==> src/sv/i2cms_pkg.sv <==
// i2cms_pkg: command codes and the sequencer state record
// no dependencies; imported by the step logic and the top level
package i2cms_pkg;

	typedef enum logic [2:0] {
		CMD_NONE  = 3'd0,
		CMD_START = 3'd1,
		CMD_STOP  = 3'd2,
		CMD_WRITE = 3'd3,
		CMD_READ  = 3'd4,
		CMD_SACK  = 3'd5,
		CMD_RACK  = 3'd6
	} cmd_t;

	localparam logic [4:0] START_LAST = 5'd3;
	localparam logic [4:0] STOP_LAST  = 5'd2;
	localparam logic [4:0] WRITE_LAST = 5'd23;
	localparam logic [4:0] READ_LAST  = 5'd16;
	localparam logic [4:0] ACK_LAST   = 5'd2;

	typedef struct packed {
		cmd_t       active;
		logic [4:0] phase;
		logic [1:0] sub;       // phase modulo three, for write byte
		logic [7:0] shift;
		logic       last_ack;
		logic       scl;
		logic       sda;
		logic [7:0] rx_data;
		logic       ack_level;
	} state_t;

	localparam state_t STATE_RESET = '{
		active:    CMD_NONE,
		phase:     5'd0,
		sub:       2'd0,
		shift:     8'h00,
		last_ack:  1'b1,
		scl:       1'b1,
		sda:       1'b1,
		rx_data:   8'h00,
		ack_level: 1'b0
	};

endpackage

==> src/sv/i2cms_tick_if.sv <==
// i2cms_tick_if: valid/ready channel carrying one bus tick word
// no dependencies
interface i2cms_tick_if;
	logic       valid;
	logic       ready;
	logic [2:0] cmd;
	logic [7:0] tx_byte;
	logic       ack_out;
	logic       sda_in;

	modport source (output valid, cmd, tx_byte, ack_out, sda_in, input ready);
	modport sink   (input valid, cmd, tx_byte, ack_out, sda_in, output ready);
endinterface

==> src/sv/i2cms_result_if.sv <==
// i2cms_result_if: valid/ready channel carrying one result word
// no dependencies
interface i2cms_result_if;
	logic       valid;
	logic       ready;
	logic       scl_level;
	logic       sda_level;
	logic       busy_res;
	logic       done_res;
	logic [7:0] rx_byte;
	logic       rx_ack;
	logic       cmd_ignored;

	modport source (output valid, scl_level, sda_level, busy_res, done_res, rx_byte,
		rx_ack, cmd_ignored, input ready);
	modport sink   (input valid, scl_level, sda_level, busy_res, done_res, rx_byte,
		rx_ack, cmd_ignored, output ready);
endinterface

==> src/sv/i2cms_step.sv <==
// i2cms_step: next-state logic for one bus tick (command latch and one pin change)
// depends on i2cms_pkg
module i2cms_step
	import i2cms_pkg::*;
(
	input  state_t     cur,
	input  logic [2:0] cmd,
	input  logic [7:0] tx_byte,
	input  logic       ack_out,
	input  logic       sda_in,
	output state_t     nxt,
	output logic       done,
	output logic       ignored
);

	logic last;

	always_comb begin
		nxt     = cur;
		ignored = 1'b0;
		last    = 1'b0;

		if (cur.active != CMD_NONE) begin
			ignored = (cmd != CMD_NONE);
		end else if (cmd inside {[CMD_START:CMD_RACK]}) begin
			nxt.active = cmd_t'(cmd);
			nxt.phase  = 5'd0;
			nxt.sub    = 2'd0;
			if (cmd == CMD_WRITE)
				nxt.shift = tx_byte;
			else if (cmd == CMD_READ)
				nxt.shift = 8'h00;
			if (cmd == CMD_SACK)
				nxt.ack_level = ack_out;
		end

		case (nxt.active)
			CMD_START: begin
				case (nxt.phase)
					5'd0:    nxt.sda = 1'b1;
					5'd1:    nxt.scl = 1'b1;
					5'd2:    nxt.sda = 1'b0;
					default: nxt.scl = 1'b0;
				endcase
				last = (nxt.phase >= START_LAST);
			end
			CMD_STOP: begin
				case (nxt.phase)
					5'd0:    nxt.sda = 1'b0;
					5'd1:    nxt.scl = 1'b1;
					default: nxt.sda = 1'b1;
				endcase
				last = (nxt.phase >= STOP_LAST);
			end
			CMD_WRITE: begin
				case (nxt.sub)
					2'd0: nxt.sda = nxt.shift[7];
					2'd1: nxt.scl = 1'b1;
					default: begin
						nxt.scl   = 1'b0;
						nxt.shift = {nxt.shift[6:0], 1'b0};
					end
				endcase
				last = (nxt.phase >= WRITE_LAST);
			end
			CMD_READ: begin
				if (nxt.phase == 5'd0) begin
					nxt.sda = 1'b1;
				end else if (nxt.phase[0]) begin
					nxt.scl = 1'b1;
				end else begin
					// falling edge of scl: sample the bit
					nxt.scl   = 1'b0;
					nxt.shift = {nxt.shift[6:0], sda_in};
					if (nxt.phase >= READ_LAST) begin
						nxt.rx_data = nxt.shift;
						last        = 1'b1;
					end
				end
			end
			CMD_SACK: begin
				case (nxt.phase)
					5'd0:    nxt.sda = nxt.ack_level;
					5'd1:    nxt.scl = 1'b1;
					default: nxt.scl = 1'b0;
				endcase
				last = (nxt.phase >= ACK_LAST);
			end
			CMD_RACK: begin
				case (nxt.phase)
					5'd0:    nxt.sda = 1'b1;
					5'd1:    nxt.scl = 1'b1;
					default: begin
						nxt.scl      = 1'b0;
						nxt.last_ack = sda_in;
					end
				endcase
				last = (nxt.phase >= ACK_LAST);
			end
			default: last = 1'b0;
		endcase

		done = (nxt.active != CMD_NONE) && last;
		if (nxt.active != CMD_NONE) begin
			if (last) begin
				nxt.active = CMD_NONE;
				nxt.phase  = 5'd0;
			end else begin
				nxt.phase = nxt.phase + 5'd1;
				nxt.sub   = (nxt.sub == 2'd2) ? 2'd0 : nxt.sub + 2'd1;
			end
		end
	end

endmodule

==> src/sv/i2c_master_bit_sequencer.sv <==
// i2c_master_bit_sequencer: a tick passes the input register, then the step logic into the
// result register before its result is valid; one tick per cycle sustained while the result
// channel does not stall, set by the state update loop through i2cms_step
// arst_n clears both stages and returns the sequencer to idle with scl and sda released
// depends on i2cms_pkg, i2cms_tick_if, i2cms_result_if and i2cms_step
module i2c_master_bit_sequencer
	import i2cms_pkg::*;
(
	input  logic            clk,
	input  logic            arst_n,
	i2cms_tick_if.sink      tick,
	i2cms_result_if.source  result
);

	logic       valid_s1;
	logic [2:0] cmd_s1;
	logic [7:0] tx_byte_s1;
	logic       ack_out_s1;
	logic       sda_in_s1;

	state_t     state_q;
	state_t     state_nxt;
	logic       done_nxt;
	logic       ignored_nxt;

	logic       res_valid_q;
	logic       scl_q;
	logic       sda_q;
	logic       busy_q;
	logic       done_q;
	logic [7:0] rx_byte_q;
	logic       rx_ack_q;
	logic       ignored_q;

	logic       advance;

	// the stage moves on when the result register is empty or being drained
	assign advance    = valid_s1 && (!res_valid_q || result.ready);
	assign tick.ready = !valid_s1 || advance;

	always_ff @(posedge clk or negedge arst_n) begin
		if (!arst_n) begin
			valid_s1 <= 1'b0;
		end else if (tick.ready) begin
			valid_s1 <= tick.valid;
		end
	end

	always_ff @(posedge clk) begin
		if (tick.ready && tick.valid) begin
			cmd_s1     <= tick.cmd;
			tx_byte_s1 <= tick.tx_byte;
			ack_out_s1 <= tick.ack_out;
			sda_in_s1  <= tick.sda_in;
		end
	end

	i2cms_step u_step (
		.cur     (state_q),
		.cmd     (cmd_s1),
		.tx_byte (tx_byte_s1),
		.ack_out (ack_out_s1),
		.sda_in  (sda_in_s1),
		.nxt     (state_nxt),
		.done    (done_nxt),
		.ignored (ignored_nxt)
	);

	always_ff @(posedge clk or negedge arst_n) begin
		if (!arst_n) begin
			state_q     <= STATE_RESET;
			res_valid_q <= 1'b0;
		end else begin
			if (advance)
				state_q <= state_nxt;
			if (advance)
				res_valid_q <= 1'b1;
			else if (result.ready)
				res_valid_q <= 1'b0;
		end
	end

	always_ff @(posedge clk) begin
		if (advance) begin
			scl_q     <= state_nxt.scl;
			sda_q     <= state_nxt.sda;
			busy_q    <= (state_nxt.active != CMD_NONE);
			done_q    <= done_nxt;
			rx_byte_q <= state_nxt.rx_data;
			rx_ack_q  <= state_nxt.last_ack;
			ignored_q <= ignored_nxt;
		end
	end

	assign result.valid       = res_valid_q;
	assign result.scl_level   = scl_q;
	assign result.sda_level   = sda_q;
	assign result.busy_res    = busy_q;
	assign result.done_res    = done_q;
	assign result.rx_byte     = rx_byte_q;
	assign result.rx_ack      = rx_ack_q;
	assign result.cmd_ignored = ignored_q;

endmodule

==> src/flat_wrapper.sv <==
// flat-port wrapper written by rule: the top's interface ports become plain ports
module i2c_master_bit_sequencer_flat import i2cms_pkg::*;
  (clk, arst_n, tick_valid, tick_cmd, tick_tx_byte, tick_ack_out, tick_sda_in, tick_ready, result_valid, result_scl_level, result_sda_level, result_busy_res, result_done_res, result_rx_byte, result_rx_ack, result_cmd_ignored, result_ready);
  i2cms_tick_if tick_i ();
  i2cms_result_if result_i ();
  input  logic clk;
  input  logic arst_n;
  input wire logic [$bits(tick_i.valid)-1:0] tick_valid;
  input wire logic [$bits(tick_i.cmd)-1:0] tick_cmd;
  input wire logic [$bits(tick_i.tx_byte)-1:0] tick_tx_byte;
  input wire logic [$bits(tick_i.ack_out)-1:0] tick_ack_out;
  input wire logic [$bits(tick_i.sda_in)-1:0] tick_sda_in;
  output wire logic [$bits(tick_i.ready)-1:0] tick_ready;
  output wire logic [$bits(result_i.valid)-1:0] result_valid;
  output wire logic [$bits(result_i.scl_level)-1:0] result_scl_level;
  output wire logic [$bits(result_i.sda_level)-1:0] result_sda_level;
  output wire logic [$bits(result_i.busy_res)-1:0] result_busy_res;
  output wire logic [$bits(result_i.done_res)-1:0] result_done_res;
  output wire logic [$bits(result_i.rx_byte)-1:0] result_rx_byte;
  output wire logic [$bits(result_i.rx_ack)-1:0] result_rx_ack;
  output wire logic [$bits(result_i.cmd_ignored)-1:0] result_cmd_ignored;
  input wire logic [$bits(result_i.ready)-1:0] result_ready;
  assign tick_i.valid = tick_valid;
  assign tick_i.cmd = tick_cmd;
  assign tick_i.tx_byte = tick_tx_byte;
  assign tick_i.ack_out = tick_ack_out;
  assign tick_i.sda_in = tick_sda_in;
  assign tick_ready = tick_i.ready;
  assign result_valid = result_i.valid;
  assign result_scl_level = result_i.scl_level;
  assign result_sda_level = result_i.sda_level;
  assign result_busy_res = result_i.busy_res;
  assign result_done_res = result_i.done_res;
  assign result_rx_byte = result_i.rx_byte;
  assign result_rx_ack = result_i.rx_ack;
  assign result_cmd_ignored = result_i.cmd_ignored;
  assign result_i.ready = result_ready;
  i2c_master_bit_sequencer u_core (.clk(clk), .arst_n(arst_n), .tick(tick_i), .result(result_i));
endmodule
==> config.mk <==
export PLATFORM = sky130hd
export DESIGN_NAME = i2c_master_bit_sequencer_flat
export DESIGN_NICKNAME = d
export VERILOG_FILES = /design/src/sv/i2cms_pkg.sv /design/src/sv/i2cms_tick_if.sv /design/src/sv/i2cms_result_if.sv /design/src/sv/i2cms_step.sv /design/src/sv/i2c_master_bit_sequencer.sv /design/src/flat_wrapper.sv
export SDC_FILE = /design/constraint.sdc
export NUM_CORES = 1
export LEC_CHECK = 0
export BUFFER_PORTS_ARGS = -buffer_cell sky130_fd_sc_hd__buf_2
export CAP_MARGIN = 10
export CORE_MARGIN = 4
export CORE_UTILIZATION = 50
export CTS_CLUSTER_SIZE = 30
export DETAILED_ROUTE_END_ITERATION = 7
export GPL_TIMING_DRIVEN = 0
export PLACE_DENSITY = 0.7
export SLEW_MARGIN = 10
export SYNTH_ARGS = -nofsm -noshare
export SYNTH_HDL_FRONTEND = slang
export SYNTH_SLANG_ARGS = --single-unit
==> constraint.sdc <==
create_clock -name clk -period 7.6 [get_ports clk]
set_input_delay 0.38 -clock clk [delete_from_list [all_inputs] [get_ports clk]]
set_output_delay 0.38 -clock clk [all_outputs]
set_load 0.02 [all_outputs]
# After elaboration in Yosys (flattened, before gate mapping)
# Index checks and enable logic that the tools add are counted.
totals:
  output_inout_bits: 16
  word_cells: 102
  regBits: 59
  inputBits: 17
classes:
  eq_ne: 13
  magnitude_cmp: 6
  addsub: 2
  muxes: 40
  n_reduce_logical: 19
op_table:
  columns: ["op", "n"]
  rows:
  - ["$mux 8", 9]
  - ["$mux 18", 2]
  - ["$mux 1", 16]
  - ["$pmux 8 s2", 1]
  - ["$eq 3x3->1 const B", 5]
  - ["$pmux 2 s6", 1]
  - ["$reduce_bool 3->1", 4]
  - ["$ge 5x2->1 const B", 2]
  - ["$ge 5x5->1 const B", 2]
  - ["$mux 10", 1]
  - ["$pmux 1 s2", 5]
  - ["$eq 3x2->1 const B", 3]
  - ["$reduce_or 2->1", 3]
  - ["$add 5x1->5 const B", 1]
  - ["$eq 5x1->1 const B", 1]
  - ["$eq 5x2->1 const B", 1]
  - ["$logic_not 5->1", 1]
  - ["$mux 5", 1]
  - ["$logic_and 1x1->1", 4]
  - ["$mux 2", 2]
  - ["$pmux 1 s4", 1]
  - ["$eq 3x1->1 const B", 1]
  - ["$ge 3x1->1 const B", 1]
  - ["$le 3x3->1 const B", 1]
  - ["9 further kinds", 11]

# Depth between registers and ports, before layout
# Gate-level depths: netlist of the first run.
logic_depth:
  ltp_word: 13
  ltp_mapped: 10
  ltp_nobuf: 9

# Cells and area by module
# From an unflattened synthesis of the first run, not the netlist that was laid out.
unflattened:
  hier_cells: 298
  hier_area_um2: 3405.8
modules_own_cells:
  columns: ["module", "area_each_um2", "n_inst", "cells_per_inst", "seq_area_each_um2"]
  rows:
  - ["i2c_master_bit_sequencer", 2157.1, 1, 100, 1615.3]
  - ["i2cms_step", 1248.7, 1, 198, 0.0]

# Least setup slack after synthesis of the first run
# Ideal clock, no wire load.
synth_path:
  kind: "register to register"
  from: "reg u_core.cmd_s1[0]"
  to: "reg u_core.sda_q, in the netlist u_core.result.sda_level (data pin)"
  path_stages_with_launch: 10
  arrival_time_ps: 2217
  period_less_slack_ps: 2477
  slack_ps: 5123
  setup_time_ps: 260
  t_required_ps: 7340
  path_buffers: 0
  path_cell_list: "edfxtp_1 > or3_4 > nand3_1 > and2_1 > ha_1 > o21bai_1 > a22oi_1 > o22ai_1 > a211o_1 > mux2_2"
synth_rtl:
  columns: ["element", "line", "text"]
  rows:
  - ["start: declaration", "i2c_master_bit_sequencer.sv:16", "logic [2:0] cmd_s1;"]
  - ["start signal: assignment", "i2c_master_bit_sequencer.sv:51", "cmd_s1 <= tick.cmd;"]
  - ["end signal: assignment", "i2c_master_bit_sequencer.sv:86", "sda_q <= state_nxt.sda;"]
  - ["end: declaration", "i2c_master_bit_sequencer.sv:28", "logic sda_q;"]

==> qor.csv, run 1 <==
stage,metric,value,unit
cts,cts_resized,0,
setup_path,setup_crit_start_kind,flop,
global_routing,grt_antenna_before_repair,0,
power_and_ir_drop,peakVddDrop,181.5,uV
global_routing,grt_pass1_wl,10500,um
cts,clkSlewWorstSetupHoldPaths,0.08,ns
timing,worst_clock_skew,0.01392,ns
layout,layout.nets,348,
routing,detail_route.wirelength,6336,um
synth,yosys.cell_count.top_type,sky130_fd_sc_hd__nand2_1,
cts,clock_tree.buffer_depth,2,
setup_path,critical_path_required,7.68,ns
cts,cts_tree,done,
power_and_ir_drop,total_leakage_power,1.416,nW
global_routing,gr-total-overflow,0,
global_routing,pin_count_of_the_biggest_net_entering_global_routing,33,
routing,vias,2326,
synth,synth_area,2994,um^2
cts,htree_num_levels,3,
synth,synth_largest_area_cell,sky130_fd_sc_hd__edfxtp_1,
synth,synth_warnings,0,
job,maxCapViolCount,0,
synth,avgSynthCellArea,10.43,um^2
synth,area_contributors_post_synth,"sky130_fd_sc_hd__edfxtp_1 27%, sky130_fd_sc_hd__dfrtp_1 24%, sky130_fd_sc_hd__nand2_1 5.9%, sky130_fd_sc_hd__o21ai_0 4.0%, sky130_fd_sc_hd__mux2_2 3.4%",
timing,fin_crit,2.976,ns
timing,tightest_slew,0.7469,ns
hold_path,timing.hold.worst.class,in -> async,
cts,num_cts_buffers,9,
setup_path,critPathKind,reg -> reg,
power_and_ir_drop,power_per_cell_area,384.7,nW/um^2
layout,layout-drive-gt1-share,23.88,%
power_and_ir_drop,share_comb_of_total_power,40.4,%
setup_path,worstPathArrival,3.06,ns
timing,grt_setup_unrepaired,false,
synth,synth_top_cell_area_share,27.08,%
power_and_ir_drop,power.switching,0.5115,mW
timing,slew-limit-headroom,50.21,%
setup_path,ff2ff_path_depth,9,
cts,cts_hold_buf,0,
placement,globalplace.congestion,0.8933,
cts,cts_setup_buffers,0,
synth,postSynthRegisterBits,59,
cts,clock-sinks,59,
routing,drt_first_iter_violations,162,
setup_path,worstReg2RegStart,u_core.state_q[28]$_DFFE_PN0P_,
routing,wl_per_cell,15.57,um
synth,synth_seq_area_share,53.95,%
routing,number_of_nets_with_antenna_violations_after_detailed_routing,0,
die,dieWidth,85.39,um
synth,synth-edff-count,27,
timing,report.final.hold_viol_count,0,
cts,clk_root_buffer_cell,sky130_fd_sc_hd__clkbuf_8,
setup_path,crit_path_max_fanout,10,
status,result_of_the_run,completed,
synth,synthesis.nets,305,
synth,synthesis.instances,287,
timing,timing.setup.tns,0,ns
power_and_ir_drop,power_frac_seq,38.1,%
synth,synth_cell_types,58,
die,die_height,85.39,um
layout,utilization_after_layout,61.10,%
setup_path,timing.critical_path.to_type,flop,
die,placementRows,27,
setup_path,timing.rr.end,u_core.result.sda_level$_DFFE_PP_,
die,start_util,53.07,%
global_routing,number_of_global_route_vias_before_repair,2079,
placement,detailed_place_hpwl,4542,um
routing,drc,0,
timing,finalCritPeriodShare,39.15,%
synth,postSynth.asyncResetShare,54.24,%
timing,timing.final.max_slew_violations,0,
die,fp.dieArea,7291,um^2
setup_path,r2r_slack,4.62,ns
power_and_ir_drop,p_clk_share,21.5,%
power_and_ir_drop,power.switching_fraction,38.58,%
layout,antenna_cells,0,
timing,setup-violations-final,0,
timing,fmaxAchievable,0.3361,GHz
die,top_level_ports,33,
synth,ys_top_cells_by_count,"47 x sky130_fd_sc_hd__nand2_1, 29 x sky130_fd_sc_hd__dfrtp_1, 27 x sky130_fd_sc_hd__edfxtp_1",
placement,port-buffer-count,32,
global_routing,grtUsageTotal,18.39,%
synth,ys_dominant_reg_cell,sky130_fd_sc_hd__dfrtp_1,
power_and_ir_drop,internal_power,0.8145,mW
routing,drt_first_pass_iters,5,
layout,flow.area_growth_from_synthesis,15.13,%
cts,clock_insertion_delay_worst_skew,0.33,ns
routing,routed_via_density,5.715,
die,fp.coreArea,5642,um^2
[final cells by class]
type,instances,area [um^2]
buffer,20,112.6
sequential,59,1615
clock inverter,7,77.57
timing repair buffer,32,160.2
inverter,3,11.26
tap,72,90.09
multi-input combinational,205,1256
fill,498,2195
clock buffer,9,123.9
[flip-flops by register name (all words and copies together), names as in the netlist, 3 cells and up]
signal                 cells
u_core.result.rx_byte      8
u_core.cmd_s1              3
u_core.tx_byte_s1          8
u_core.state_q            30
[through the flow]
step / cells / setup WS (ns) / hold WS [ns] / area, um^2 / total power [mW]
2_1_floorplan: 287 / 5.123 / 0.08441 / 2994 / 0.9069
3_3_place_gp: 391 / 4.716 / 0.4544 / 3244 / 1.032
3_5_place_dp: 391 / 4.684 / 0.4632 / 3244 / 1.041
4_1_cts: 407 / 4.644 / 0.1375 / 3446 / 1.329
5_1_grt: 407 / 4.407 / 0.1713 / 3447 / 1.421
6_report: 407 / 4.624 / 0.1122 / 3447 / 1.326
[cell usage in the layout (no fill, tap or decap), drive strengths merged, types with 3 or more instances in the layout]
cell	count
nor3b	3
o22ai	3
nor3	7
a31oi	3
o31ai	7
nand2b	4
buf	45
dfrtp	29
o21ai	33
mux2	10
edfxtp	27
a22oi	9
or3	3
inv	4
nor2	15
a21oi	12
clkinv	4
nand2	47
nand3	7
dfstp	3
and2	5
and3b	3
clkbuf	16
[power groups by stage]
stage          Sequential, mW  Combinational [mW]  Clock [mW]
6_report                0.505               0.536       0.285
5_1_grt                 0.515               0.595       0.311
4_1_cts                 0.504               0.535       0.290
3_5_place_dp            0.510               0.531           0
3_3_place_gp            0.505               0.527           0
2_1_floorplan           0.520               0.387           0
[per-layer routing]
metal	track usage (%)	share of wire, %	vias up
met4	6.906	1.1	0
met2	26.13	45	68
met1	28.03	48	1103
li1	-	-	1150
met3	3.010	5.7	5
met5	0	0	-
[worst max-delay path, cell delays in order, from the launching register on]
cell                      delay, ns
sky130_fd_sc_hd__dfrtp_1       0.39
sky130_fd_sc_hd__buf_6         0.15
sky130_fd_sc_hd__nor3_4        0.36
sky130_fd_sc_hd__nand3_1       0.35
sky130_fd_sc_hd__and2_1        0.31
sky130_fd_sc_hd__ha_1          0.24
sky130_fd_sc_hd__a22oi_1       0.22
sky130_fd_sc_hd__o22ai_1       0.12
sky130_fd_sc_hd__a211o_1       0.31
sky130_fd_sc_hd__mux2_2        0.27
[cell families after synthesis]
| family | count (synthesis) | share of synthesized area, % |
|---|---|---|
| and+or+nand+nor | 105 | 18.43 |
| AOI/OAI and AO/OA | 87 | 18.72 |
| DFF | 59 | 53.95 |
| buffers and inverters | 23 | 4.095 |
| muxes | 11 | 4.095 |
| xor gates and xnor gates | 1 | 0.2926 |
| adders and majority gates | 1 | 0.4178 |
[worst max path at each step]
stage | slack [ns] | start | cells after the start | to
after floorplan | 5.12 | u_core.cmd_s1[0]$_DFFE_PP_ | 9 | u_core.result.sda_level$_DFFE_PP_
after global placement | 4.72 | u_core.state_q[28]$_DFFE_PN0P_ | 9 | u_core.result.sda_level$_DFFE_PP_
after detailed placement | 4.68 | u_core.state_q[28]$_DFFE_PN0P_ | 9 | u_core.result.sda_level$_DFFE_PP_
after CTS | 4.64 | u_core.state_q[28]$_DFFE_PN0P_ | 9 | u_core.result.sda_level$_DFFE_PP_
after global routing | 4.41 | u_core.state_q[28]$_DFFE_PN0P_ | 9 | u_core.result.sda_level$_DFFE_PP_
final | 4.62 | u_core.state_q[28]$_DFFE_PN0P_ | 9 | u_core.result.sda_level$_DFFE_PP_
No activity file was read; power rests on OpenSTA's default activity.
==> run 2, diff against run 1 <==
--- a/config.mk
+++ b/config.mk
@@ -12,7 +12,7 @@
 export CTS_CLUSTER_SIZE = 30
 export DETAILED_ROUTE_END_ITERATION = 7
 export GPL_TIMING_DRIVEN = 0
-export PLACE_DENSITY = 0.7
+export PLACE_DENSITY = 0.72
 export SLEW_MARGIN = 10
 export SYNTH_ARGS = -nofsm -noshare
 export SYNTH_HDL_FRONTEND = slang
==> constraint.sdc (replaced) <==
create_clock -name clk -period 2.6 [get_ports clk]
set_input_delay 0.13 -clock clk [delete_from_list [all_inputs] [get_ports clk]]
set_output_delay 0.13 -clock clk [all_outputs]
set_load 0.02 [all_outputs]
==> qor.csv, run 2 (same netlist as run 1, synthesis figures left out) <==
stage,metric,value,unit,change
status,result_of_the_run,completed,,unchanged
layout,layout.filler_cells,458,,was 498
layout,largest_register_ffs,30,,unchanged
timing,post-route-worst-setup-slack,0.08577,ns,was 4.624 ns
global_routing,grtUsageTotal,20.74,%,was 18.39%
die,start_util,53.07,%,unchanged
setup_path,timing.critical_path.to_type,flop,,unchanged
setup_path,worstReg2RegStart,u_core.cmd_s1[1]$_DFFE_PP_,,was u_core.state_q[28]$_DFFE_PN0P_
placement,globalplace.congestion,0.8650,,was 0.8933
layout,multi_input_comb_area,1274,um^2,was 1256 um^2
timing,fin_crit,2.514,ns,was 2.976 ns
routing,number_of_nets_with_antenna_violations_after_detailed_routing,0,,unchanged
power_and_ir_drop,peakVddDrop,556.4,uV,was 181.5 uV
power_and_ir_drop,total_leakage_power,1.504,nW,was 1.416 nW
routing,wl_per_cell,16.16,um,was 15.57 um
job,maxCapViolCount,0,,unchanged
timing,fmaxAchievable,0.3977,GHz,was 0.3361 GHz
setup_path,setup_crit_start_kind,flop,,unchanged
global_routing,grt_pass1_wl,11760,um,was 10500 um
die,fp.coreArea,5642,um^2,unchanged
layout,layout.nets,368,,was 348
cts,htree_num_levels,3,,unchanged
setup_path,r2r_slack,0.09,ns,was 4.62 ns
cts,clkSlewWorstSetupHoldPaths,0.07,ns,was 0.08 ns
power_and_ir_drop,power.switching_fraction,38.22,%,was 38.58%
routing,drc,0,,unchanged
routing,drt_first_iter_violations,198,,was 162
power_and_ir_drop,power_per_cell_area,1091,nW/um^2,was 384.7 nW/um^2
setup_path,critPathKind,reg -> reg,,unchanged
hold_path,holdPathStages,3,,
global_routing,grt_antenna_before_repair,0,,unchanged
layout,layout.cells.non_filler,427,,was 407
layout,flow.area_growth_from_synthesis,21.98,%,was 15.13%
layout,final_common_cell,sky130_fd_sc_hd__nand2_1,,unchanged
power_and_ir_drop,power.switching,1.523,mW,was 0.5115 mW
timing,grt_setup_unrepaired,false,,unchanged
setup_path,critical_path_required,2.70,ns,was 7.68 ns
timing,holdWs,0.07923,ns,was 0.1122 ns
placement,port-buffer-count,32,,unchanged
timing,worst_clock_skew,0.01236,ns,was 0.01392 ns
cts,clk_root_buffer_cell,sky130_fd_sc_hd__clkbuf_8,,unchanged
timing,tightest_slew,0.7545,ns,was 0.7469 ns
die,dieWidth,85.39,um,unchanged
layout,utilization_after_layout,64.74,%,was 61.10%
routing,routed_via_density,5.756,,was 5.715
setup_path,ff2ff_path_depth,8,,was 9
setup_path,crit_path_max_fanout,9,,was 10
layout,sequential_cell_area,1615,um^2,unchanged
global_routing,number_of_global_route_vias_before_repair,2373,,was 2079
cts,clock_tree.buffer_depth,2,,unchanged
routing,vias,2458,,was 2326
die,top_level_ports,33,,unchanged
timing,setup-violations-final,0,,unchanged
routing,detail_route.wirelength,6901,um,was 6336 um
timing,report.final.hold_viol_count,0,,unchanged
placement,detailed_place_hpwl,4605,um,was 4542 um
layout,area_of_all_placed_cells_without_fillers,3652,um^2,was 3447 um^2
die,fp.dieArea,7291,um^2,unchanged
placement,placedInstanceArea,3244,um^2,unchanged
global_routing,pin_count_of_the_biggest_net_entering_global_routing,33,,unchanged
placement,number_of_cells_in_the_design_after_placement,391,,unchanged
setup_path,timing.rr.end,u_core.result.sda_level$_DFFE_PP_,,unchanged
hold_path,timing.hold.worst.class,in -> reg,,was in -> async
cts,cts_tree,done,,unchanged
layout,layout-drive-gt1-share,24.79,%,was 23.88%
die,die_height,85.39,um,unchanged
cts,num_cts_buffers,9,,unchanged
power_and_ir_drop,power_frac_seq,37.1,%,was 38.1%
cts,clock_insertion_delay_worst_skew,0.35,ns,was 0.33 ns
setup_path,first_element_of_the_critical_path,u_core.cmd_s1[1]$_DFFE_PP_,,was u_core.state_q[28]$_DFFE_PN0P_
power_and_ir_drop,internal_power,2.461,mW,was 0.8145 mW
layout,largest_register,u_core.state_q,,unchanged
timing,slew-limit-headroom,49.70,%,was 50.21%
die,placementRows,27,,unchanged
placement,dp_slack,-0.3253,ns,was 4.684 ns
timing,finalCritPeriodShare,96.70,%,was 39.15%
layout,antenna_cells,0,,unchanged
cts,clock-sinks,59,,unchanged
power_and_ir_drop,p_clk_share,21.4,%,was 21.5%
layout,layout.cells.most_common_list,"47 x sky130_fd_sc_hd__nand2_1, 40 x sky130_fd_sc_hd__buf_2, 29 x sky130_fd_sc_hd__dfrtp_1",,unchanged
setup_path,worstPathArrival,2.61,ns,was 3.06 ns
timing,timing.final.max_slew_violations,0,,unchanged
power_and_ir_drop,share_comb_of_total_power,41.5,%,was 40.4%
setup_path,critical_path.endpoint,u_core.result.sda_level$_DFFE_PP_,,unchanged
global_routing,gr-total-overflow,0,,unchanged
routing,drt_first_pass_iters,4,,was 5
-- run 2: power by group through the flow --
stage | logic [mW] | registers [mW] | clock network (mW)
floorplan | 1.13 | 1.52 | 0
global placement | 1.54 | 1.47 | 0
detailed placement | 1.56 | 1.49 | 0
CTS | 1.62 | 1.47 | 0.852
global route | 1.84 | 1.51 | 0.907
finish | 1.65 | 1.48 | 0.853
-- run 2: how the worst min path moves through the flow --
| stage | startpoint | end | slack [ns] |
|---|---|---|---|
| 3_5_place_dp | arst_n | u_core.state_q[0]$_DFFE_PN0P_ | 0.26 |
| 4_1_cts | result_ready | u_core.result.valid$_DFFE_PN0P_ | 0.08 |
| 5_1_grt | result_ready | u_core.result.valid$_DFFE_PN0P_ | 0.1 |
| 6_report | result_ready | u_core.result.valid$_DFFE_PN0P_ | 0.08 |
| 3_3_place_gp | arst_n | u_core.state_q[0]$_DFFE_PN0P_ | 0.24 |
| 2_1_floorplan | arst_n | u_core.result.valid$_DFFE_PN0P_ | -0.17 |
-- run 2: metal layers --
layer  vias up  share of wire (%)  GRT usage, %
li1       1185                  -             -
met1      1173                 46         28.54
met2        83                 45         30.65
met3        17                6.3         4.660
met4         0                2.3         10.65
met5         -                  0             0
-- run 2: cell type report --
type / count / area share, %
Timing Repair Buffer: 52 / 9.524
Inverter: 3 / 0.3083
Multi-Input combinational cell: 205 / 34.87
Clock inverter: 6 / 1.747
Sequential cell: 59 / 44.23
Buffer: 20 / 3.083
Tap cell: 72 / 2.467
Clock buffer: 10 / 3.768
-- run 2: stage by stage --
step	power, mW	TNS, ns
after CTS	3.942	0
after floorplan	2.651	0
after detailed placement	3.049	-0.7781
after global placement	3.016	-0.6420
final	3.984	0
after global routing	4.252	0
-- run 2: repair_timing --
| action | in CTS | in global routing |
|---|---|---|
| endpoints found under the hold margin | 43 | 0 |
| gates resized for setup | 3 | 1 |
| hold buffers | 15 | 0 |
| setup buffers | 2 | 3 |
| pin swaps | 1 | 3 |
| endpoints found under the setup margin | 5 | 1 |
-- run 2: critical path, cell delays in order, from the launching register on --
cell	delay (ns)
sky130_fd_sc_hd__edfxtp_1	0.42
sky130_fd_sc_hd__or3_4	0.43
sky130_fd_sc_hd__buf_4	0.15
sky130_fd_sc_hd__and3_1	0.15
sky130_fd_sc_hd__buf_4	0.17
sky130_fd_sc_hd__o32ai_1	0.28
sky130_fd_sc_hd__a21oi_1	0.10
sky130_fd_sc_hd__a211o_1	0.30
sky130_fd_sc_hd__mux2_2	0.27
==> run 3, diff against run 2 <==
--- a/config.mk
+++ b/config.mk
@@ -7,12 +7,13 @@
 export LEC_CHECK = 0
 export BUFFER_PORTS_ARGS = -buffer_cell sky130_fd_sc_hd__buf_2
 export CAP_MARGIN = 10
+export CORE_ASPECT_RATIO = 1.75
 export CORE_MARGIN = 4
 export CORE_UTILIZATION = 50
 export CTS_CLUSTER_SIZE = 30
 export DETAILED_ROUTE_END_ITERATION = 7
 export GPL_TIMING_DRIVEN = 0
-export PLACE_DENSITY = 0.72
+export PLACE_DENSITY = 0.68
 export SLEW_MARGIN = 10
 export SYNTH_ARGS = -nofsm -noshare
 export SYNTH_HDL_FRONTEND = slang
==> qor.csv, run 3 (same netlist as run 1, synthesis figures left out) <==
stage,metric,value,unit,change
setup_path,r2r_slack,0.11,ns,was 0.09 ns
placement,detailed_place_hpwl,5162,um,was 4605 um
setup_path,timing.critical_path.to_type,flop,,unchanged
timing,fmaxAchievable,0.4024,GHz,was 0.3977 GHz
setup_path,worstReg2RegStart,u_core.cmd_s1[1]$_DFFE_PP_,,unchanged
layout,layout.nets,369,,was 368
setup_path,cp_slowest_cell,sky130_fd_sc_hd__or3_4,,unchanged
power_and_ir_drop,p_total,4.108,mW,was 3.984 mW
layout,largest_register,u_core.state_q,,unchanged
cts,htree_num_levels,3,,unchanged
timing,timing.setup.tns,0,ns,unchanged
layout,antenna_cells,0,,unchanged
placement,port-buffer-count,32,,unchanged
power_and_ir_drop,total_leakage_power,1.519,nW,was 1.504 nW
hold_path,hold_end,u_core.result.valid$_DFFE_PN0P_,,unchanged
cts,clk_root_buffer_cell,sky130_fd_sc_hd__clkbuf_8,,unchanged
routing,drt_first_iter_violations,200,,was 198
timing,finalCritPeriodShare,95.59,%,was 96.70%
timing,worst_clock_skew,0.006242,ns,was 0.01236 ns
layout,layout.filler_cells,499,,was 458
setup_path,timing.rr.end,u_core.result.sda_level$_DFFE_PP_,,unchanged
cts,num_cts_buffers,9,,unchanged
layout,layout-drive-gt1-share,25.00,%,was 24.79%
setup_path,worstPathArrival,2.57,ns,was 2.61 ns
global_routing,gr-total-overflow,0,,unchanged
global_routing,grt_pass1_wl,11930,um,was 11760 um
die,fp.dieArea,7339,um^2,was 7291 um^2
cts,clkSlewWorstSetupHoldPaths,0.07,ns,about the same
die,fp.coreArea,5833,um^2,was 5642 um^2
job,maxCapViolCount,0,,unchanged
global_routing,grt_antenna_before_repair,0,,unchanged
power_and_ir_drop,power_per_cell_area,1111,nW/um^2,was 1091 nW/um^2
routing,wl_per_cell,16.91,um,was 16.16 um
routing,detail_route.wirelength,7341,um,was 6901 um
routing,vias,2475,,was 2458
global_routing,number_of_global_route_vias_before_repair,2468,,was 2373
timing,setup-violations-final,0,,unchanged
die,die_height,110.4,um,was 85.39 um
global_routing,grtUsageTotal,22.22,%,was 20.74%
timing,timing.final.max_slew_violations,0,,unchanged
timing,slew-limit-headroom,40.53,%,was 49.70%
timing,fin_crit,2.485,ns,was 2.514 ns
routing,routed_via_density,5.703,,was 5.756
routing,drt_first_pass_iters,4,,unchanged
setup_path,crit_path_max_fanout,4,,was 9
timing,report.final.hold_viol_count,0,,unchanged
layout,largest_register_ffs,30,,unchanged
die,dieWidth,66.50,um,was 85.39 um
cts,cts_tree,done,,unchanged
layout,layout.cells.most_common_list,"47 x sky130_fd_sc_hd__nand2_1, 40 x sky130_fd_sc_hd__buf_2, 29 x sky130_fd_sc_hd__dfrtp_1",,unchanged
setup_path,cp_cell_sequence,or3_4 > nand3_4 > and2_4 > ha_2 > o21bai_1 > a22oi_2 > o22ai_1 > a211o_1 > mux2_2,,was or3_4 > buf_4 > and3_1 > buf_4 > o32ai_1 > a21oi_1 > a211o_1 > mux2_2
die,top_level_ports,33,,unchanged
layout,sequential_cell_area,1615,um^2,unchanged
setup_path,ff2ff_path_depth,9,,was 8
cts,clock_tree.buffer_depth,2,,unchanged
hold_path,timing.hold.worst.class,in -> reg,,unchanged
setup_path,critical_path_required,2.69,ns,was 2.70 ns
routing,drc,0,,unchanged
layout,flow.area_growth_from_synthesis,23.44,%,was 21.98%
setup_path,setup_crit_start_kind,flop,,unchanged
die,placementRows,37,,was 27
placement,globalplace.congestion,0.9368,,was 0.8650
timing,tightest_slew,0.8921,ns,was 0.7545 ns
hold_path,hold_path_startpoint,result_ready,,unchanged
routing,number_of_nets_with_antenna_violations_after_detailed_routing,0,,unchanged
global_routing,pin_count_of_the_biggest_net_entering_global_routing,33,,unchanged
die,start_util,51.33,%,was 53.07%
layout,multi_input_comb_area,1279,um^2,was 1274 um^2
layout,final_common_cell,sky130_fd_sc_hd__nand2_1,,unchanged
setup_path,critPathKind,reg -> reg,,unchanged
cts,clock-sinks,59,,unchanged
status,result_of_the_run,completed,,unchanged
hold_path,holdPathStages,3,,unchanged
cts,clock_insertion_delay_worst_skew,0.34,ns,was 0.35 ns
power_and_ir_drop,peakVddDrop,662.8,uV,was 556.4 uV
setup_path,worst_path_largest_cell_delay,0.41,ns,was 0.43 ns
-- run 3: worst max-delay path by stage --
| stage | end | slack (ns) | start | cells after the start |
|---|---|---|---|---|
| final | u_core.result.sda_level$_DFFE_PP_ | 0.11 | u_core.cmd_s1[1]$_DFFE_PP_ | 9 |
| after global routing | u_core.result.sda_level$_DFFE_PP_ | -0.001 | u_core.cmd_s1[0]$_DFFE_PP_ | 9 |
| after CTS | u_core.result.sda_level$_DFFE_PP_ | 0.01 | u_core.cmd_s1[0]$_DFFE_PP_ | 9 |
| after detailed placement | u_core.result.sda_level$_DFFE_PP_ | -0.46 | u_core.state_q[28]$_DFFE_PN0P_ | 9 |
| after global placement | u_core.result.sda_level$_DFFE_PP_ | -0.45 | u_core.state_q[28]$_DFFE_PN0P_ | 9 |
| after floorplan | u_core.result.sda_level$_DFFE_PP_ | 0.12 | u_core.cmd_s1[0]$_DFFE_PP_ | 9 |
-- run 3: layout make-up --
type / count / area share (%)
Clock inverter: 7 / 2.674
Clock buffer: 9 / 3.351
Buffer: 20 / 3.013
Tap cell: 78 / 2.640
Inverter: 3 / 0.3047
Sequential cell: 59 / 43.70
Multi-Input combinational cell: 205 / 34.60
Timing Repair Buffer: 53 / 9.716
-- run 3: what timing repair did --
item                       in CTS  in global routing
hold endpoints to repair       43                  0
hold buffers                   15                  0
pin swaps                       2                  1
setup endpoints to repair       5                  1
setup buffers                   5                  0
resized for setup               3                  2
-- run 3: report_power, final --
group / switching [mW] / internal (mW) / total [mW]
Sequential: 0.191 / 1.28 / 1.48
Combinational: 0.984 / 0.708 / 1.69
Clock: 0.394 / 0.546 / 0.940
Total: 1.57 / 2.54 / 4.11
-- run 3: metal layers --
metal | vias up | track usage, % | wire length, um
met5 | - | 0 | 0
met4 | 0 | 13.81 | 323
met3 | 21 | 4.767 | 238
met1 | 1206 | 23.03 | 2731
met2 | 62 | 39.73 | 4046
li1 | 1186 | - | -
-- run 3: metrics by stage --
stage,area (um^2),cells,hold slack (ns),utilization [%],setup WS [ns]
floorplan,2994,287,-0.1656,-,0.1231
global placement,3252,397,0.2574,55.75,-0.4518
detailed placement,3263,398,0.2481,55.94,-0.4618
CTS,3689,434,0.07257,63.23,0.01378
global route,3696,434,0.1100,63.36,-0.001146
finish,3696,434,0.09340,63.36,0.1146
-- run 3: worst max-delay path, delay by kind of cell, from the launching register on --
family | cells | cell delay (ns)
and+or+nand+nor | 3 | 0.70
adders and majority gates | 1 | 0.20
DFF | 1 | 0.40
AOI/OAI and AO/OA | 4 | 0.65
muxes | 1 | 0.28
